### src/hw/rtl/rrt_pkg.sv
`timescale 1ns / 1ps
// Package for the range remap table: sizes, opcodes, status codes and shared types.
// Has no dependencies. All other files of the block but rrt_ram import it.
package rrt_pkg;

  localparam int unsigned TableEntries = 1024;
  localparam int unsigned IdxW         = $clog2(TableEntries);
  localparam int unsigned CntW         = $clog2(TableEntries + 1);
  localparam int unsigned OffW         = 56;
  localparam int unsigned SizeW        = 32;
  localparam int unsigned DestW        = 64;
  localparam int unsigned BytesW       = 64;
  localparam int unsigned QueueDepth   = 2;
  localparam int unsigned QPtrW        = $clog2(QueueDepth);
  localparam int unsigned QCntW        = $clog2(QueueDepth + 1);
  localparam int unsigned CfgAddrW     = 3;
  localparam int unsigned CfgDataW     = 32;

  typedef enum logic [1:0] {
    OP_APPEND   = 2'd0,
    OP_EXTEND   = 2'd1,
    OP_LOOKUP   = 2'd2,
    OP_OBSOLETE = 2'd3
  } op_e;

  typedef enum logic [2:0] {
    ST_OK        = 3'd0,
    ST_NOT_FOUND = 3'd1,
    ST_ORDER     = 3'd2,
    ST_FULL      = 3'd3,
    ST_COUNT     = 3'd4
  } status_e;

  typedef enum logic [2:0] {
    BK_IDLE,
    BK_SRCH,
    BK_SRCH_CMP,
    BK_CHK_RD,
    BK_CHK,
    BK_APL_RD,
    BK_APL,
    BK_RESULT
  } back_state_e;

  // One classified request as it travels from the front to the back.
  typedef struct packed {
    op_e               op;
    logic [OffW-1:0]   offset;
    logic [SizeW-1:0]  size;
    logic [DestW-1:0]  dest;
    logic [SizeW-1:0]  count;
  } cmd_t;

endpackage

### src/hw/rtl/rrt_if.sv
`timescale 1ns / 1ps
// Valid/ready channel interfaces for requests and results of the remap table.
// Depends on rrt_pkg.
interface rrt_in_if;
  import rrt_pkg::*;

  logic              valid;
  logic              ready;
  logic [1:0]        op;
  logic [OffW-1:0]   offset;
  logic [SizeW-1:0]  size;
  logic [DestW-1:0]  dest;
  logic [SizeW-1:0]  initial_count;

  modport source (output valid, op, offset, size, dest, initial_count, input ready);
  modport sink   (input valid, op, offset, size, dest, initial_count, output ready);
endinterface


### src/hw/rtl/rrt_front.sv
`timescale 1ns / 1ps
// Front of the remap table: accepts requests, resolves the initial count
// and queues them for the back. Depends on rrt_pkg and rrt_if.
module rrt_front (
  input  logic          clk_i,
  input  logic          rst_ni,
  input  logic          keep_counts_i,
  rrt_in_if.sink        in_if,
  output rrt_pkg::cmd_t cmd_o,
  output logic          cmd_valid_o,
  input  logic          cmd_ready_i
);
  import rrt_pkg::*;

  cmd_t             queue_q [QueueDepth];
  logic [QPtrW-1:0] wr_ptr_q, wr_ptr_d;
  logic [QPtrW-1:0] rd_ptr_q, rd_ptr_d;
  logic [QCntW-1:0] fill_q, fill_d;
  logic             push, pop;
  cmd_t             cmd_new;

  // Classify the incoming request.
  always_comb begin
    cmd_new.op     = op_e'(in_if.op);
    cmd_new.offset = in_if.offset;
    cmd_new.size   = in_if.size;
    cmd_new.dest   = in_if.dest;
    cmd_new.count  = keep_counts_i ? in_if.initial_count : '0;
  end

  assign in_if.ready = (fill_q != QCntW'(QueueDepth));
  assign push        = in_if.valid && in_if.ready;
  assign cmd_valid_o = (fill_q != '0);
  assign pop         = cmd_valid_o && cmd_ready_i;
  assign cmd_o       = queue_q[rd_ptr_q];

  // Queue pointers and fill level.
  always_comb begin
    wr_ptr_d = wr_ptr_q;
    rd_ptr_d = rd_ptr_q;
    fill_d   = fill_q;
    if (push) begin
      wr_ptr_d = (wr_ptr_q == QPtrW'(QueueDepth - 1)) ? '0 : wr_ptr_q + 1'b1;
    end
    if (pop) begin
      rd_ptr_d = (rd_ptr_q == QPtrW'(QueueDepth - 1)) ? '0 : rd_ptr_q + 1'b1;
    end
    if (push && !pop) begin
      fill_d = fill_q + 1'b1;
    end else if (pop && !push) begin
      fill_d = fill_q - 1'b1;
    end
  end

  always_ff @(posedge clk_i or negedge rst_ni) begin
    if (!rst_ni) begin
      wr_ptr_q <= '0;
      rd_ptr_q <= '0;
      fill_q   <= '0;
    end else begin
      wr_ptr_q <= wr_ptr_d;
      rd_ptr_q <= rd_ptr_d;
      fill_q   <= fill_d;
    end
  end

  // Queue storage.
  always_ff @(posedge clk_i) begin
    if (push) begin
      queue_q[wr_ptr_q] <= cmd_new;
    end
  end

endmodule

### src/flat_wrapper.sv
// flat-port wrapper written by rule: the top's interface ports become plain ports
module rrt_front_flat import rrt_pkg::*;
  (clk_i, rst_ni, keep_counts_i, cmd_o, cmd_valid_o, cmd_ready_i, in_if_valid, in_if_op, in_if_offset, in_if_size, in_if_dest, in_if_initial_count, in_if_ready);
  rrt_in_if in_if_i ();
  input  logic clk_i;
  input  logic rst_ni;
  input  logic keep_counts_i;
  output rrt_pkg::cmd_t cmd_o;
  output logic cmd_valid_o;
  input  logic cmd_ready_i;
  input wire logic [$bits(in_if_i.valid)-1:0] in_if_valid;
  input wire logic [$bits(in_if_i.op)-1:0] in_if_op;
  input wire logic [$bits(in_if_i.offset)-1:0] in_if_offset;
  input wire logic [$bits(in_if_i.size)-1:0] in_if_size;
  input wire logic [$bits(in_if_i.dest)-1:0] in_if_dest;
  input wire logic [$bits(in_if_i.initial_count)-1:0] in_if_initial_count;
  output wire logic [$bits(in_if_i.ready)-1:0] in_if_ready;
  assign in_if_i.valid = in_if_valid;
  assign in_if_i.op = in_if_op;
  assign in_if_i.offset = in_if_offset;
  assign in_if_i.size = in_if_size;
  assign in_if_i.dest = in_if_dest;
  assign in_if_i.initial_count = in_if_initial_count;
  assign in_if_ready = in_if_i.ready;
  rrt_front u_core (.clk_i(clk_i), .rst_ni(rst_ni), .keep_counts_i(keep_counts_i), .in_if(in_if_i), .cmd_o(cmd_o), .cmd_valid_o(cmd_valid_o), .cmd_ready_i(cmd_ready_i));
endmodule
### config.mk
export PLATFORM = sky130hd
export DESIGN_NAME = rrt_front_flat
export DESIGN_NICKNAME = d
export VERILOG_FILES = /design/src/hw/rtl/rrt_pkg.sv /design/src/hw/rtl/rrt_if.sv /design/src/hw/rtl/rrt_front.sv /design/src/flat_wrapper.sv
export SDC_FILE = /design/constraint.sdc
export NUM_CORES = 1
export LEC_CHECK = 0
export BUFFER_PORTS_ARGS = -buffer_cell sky130_fd_sc_hd__buf_2
export CORE_MARGIN = 2
export CORE_UTILIZATION = 47
export CTS_CLUSTER_DIAMETER = 40
export DETAILED_ROUTE_END_ITERATION = 7
export GPL_TIMING_DRIVEN = 0
export PLACE_DENSITY = 0.71
export SYNTH_ARGS = -nofsm -noshare
export SYNTH_HDL_FRONTEND = slang
export SYNTH_SLANG_ARGS = --single-unit
### constraint.sdc
create_clock -name clk_i -period 9.2 [get_ports clk_i]
set_input_delay 0.92 -clock clk_i [delete_from_list [all_inputs] [get_ports clk_i]]
set_output_delay 0.92 -clock clk_i [all_outputs]
set_load 0.005 [all_outputs]
==> metrics.txt <==
outcome complete, no violations; first-pass GRT wire length 41510 um; Startpoint Class register; area of the die 0.03197 mm^2; Core Util, Final 0.6095; Syn-to-layout area delta 28.78%; pre-CTS worst setup slack 6366 ps; Hold Path Class input port to asynchronous set/reset pin; ratio of cells with drive above 1 in the final layout 0.6056; # rows 64; initial core utilization 0.4733; crit share post-route 0.3055; die height 178.8 um; unrepaired setup endpoints after global routing no; Max IR drop VDD 0.2775 mV; Met1 Wirelength 10690 um; min setup slack post-route 6390 ps; DRT Pass-1 Iters 4; P_leak 7.356 nW; antenna-violating nets left 0; Setup Viol. Count Final 0; top post-synthesis cells by area edfxtp_1, mux2_4, mux2_2; crit-path max FO 10; Post-CTS Setup Bufs 0; total gr overflow 0; Final Instance Area 0.01850 mm^2; fillers 2253; Num CTS Buffers 46; CP required 8280 ps; I/O pin count 379; Worst-Skew Late Latency 520 ps; via count 7300; nets 1260; fin. max-slew vios 0; WL/cell 19.29 um; largest net degree at the start of global routing 63; CTS max path bufs 3; Port-buffer cells 378; Yosys top cell area share 0.7777; GP Congestion 0.7464; Final Hold Viols 0; detailed placement HPWL 20590 um; Synth top cells by count edfxtp_1, mux2_4, mux2_2, and2_1, buf_6; Post-Synthesis Cell Area 0.01436 mm^2; Worst Skew 11.31 ps; post-synthesis register bit count 376; Post-Syn Area per Cell 22.73 um^2; cells after synthesis 632; Cell Area, Placed 0.01700 mm^2; multi-input logic area 0.002885 mm^2; post-synth top area cell edfxtp_1; clock slew at reported path FFs 60 ps; number of DRC markers in iteration 0 520; DR DRC count 0; Rel. slew slack 0.6329; Synth cell types 17; vias per cell 4.847; Period minus WS final 2810 ps; register area share after synthesis 0.7847; Max Clock Freq 0.3558 GHz; width of the die 178.8 um; MaxCap Viol Count 0; most instantiated library cell after synthesis edfxtp_1; H-tree Lvls 2; Placeable Area 0.03035 mm^2; vias in the first global route 7480; routed wl met2 15010 um; worst hold margin 194.7 ps; Synth Net Count 824; total power 5.955 mW; Register Area 0.01127 mm^2; crit path capture type output port; pwr dens 321.9 mW/mm^2; WL met3 2661 um; CTS tree yes; critical path data arrival time 1890 ps; final wirelength 29050 um; Post-CTS Hold Buffers 0; post-CTS resize count 0; Main synth FF type edfxtp_1; uppermost layer routed met5; critical path class register to output port; Clock Sinks 376; antenna violations before repair 11; gr usage total 0.1731; Syn. warnings 0; EDFF count, synth 372; root buffer cell clkbuf_16; Worst-Margin Slew 550.6 ps; asr flop ratio synth 0.01064
[registers in the layout (all words and copies together) (netlist names)]
| register | count |
|---|---|
| u_core.fill_q | 2 |
| u_core.queue_q | 372 |
| u_core.rd_ptr_q | 1 |
| u_core.wr_ptr_q | 1 |
[layout by cell type (no fill, tap or decap), types with 4 or more instances in the layout]
cell type and count:
and2_1 32, buf_12 5, buf_16 5, buf_2 383, buf_6 16, clkbuf_1 4
clkbuf_16 47, clkinv_1 12, clkinv_2 4, clkinvlp_4 7, dfrtp_1 4, diode_2 7
edfxtp_1 372, inv_6 5, mux2_2 56, mux2_4 130
[area by class of cell]
type	instances	area share
tap	396	0.02679
antenna	7	0.0009470
clock buffer	48	0.06379
timing repair buffer	388	0.1151
sequential	376	0.6093
multi-input combinational	231	0.1560
clock inverter	35	0.01617
inverter	1	0.0002029
buffer	24	0.01170
[worst paths after layout]
kind / startpoint / end / slack (ps) / depth (start not counted)
worst max-delay path: u_core.rd_ptr_q / cmd_o[109] / 6390 / 5
worst min-delay path: rst_ni / u_core.wr_ptr_q / 190 / 1
worst max register to register: u_core.fill_q[0] / u_core.queue_q[0][51] / 6770 / 7
worst min register to register: u_core.fill_q[1] / u_core.fill_q[1] / 500 / 1
max in group asynchronous: rst_ni / u_core.rd_ptr_q / 8880 / 1
min in group clk_i: u_core.fill_q[1] / u_core.fill_q[1] / 500 / 1
[cell families after synthesis]
family / synth area share
flip-flops: 0.7847
adder cells (fa/ha/maj): 0.0008709
XOR/XNOR: 0.003049
AND/OR/NAND/NOR: 0.01629
buffers and inverters: 0.01533
multiplexers: 0.1798
[stage by stage]
step | cells | setup TNS, ps
2_1_floorplan | 632 | 0
3_3_place_gp | 1406 | -1948
3_5_place_dp | 1416 | 0
4_1_cts | 1499 | 0
5_1_grt | 1503 | 0
6_report | 1506 | 0
[metal layers]
metal	up-vias	track usage
li1	3381	-
met1	3573	0.1946
met2	283	0.3069
met3	57	0.06170
met4	6	0.05454
met5	-	0
[worst max-delay path, stage by stage (launching register included)]
cell and delay, ps:
dfrtp_1 330, buf_6 120, buf_6 210, buf_6 220, mux2_4 320, buf_2 150
[report_power, final]
part / switching (mW) / internal, mW / total, mW
registers: 0.0915 / 2.34 / 2.43
logic: 0.847 / 0.967 / 1.81
clock network: 0.683 / 1.03 / 1.71
No activity file was read; power rests on OpenSTA's default activity.
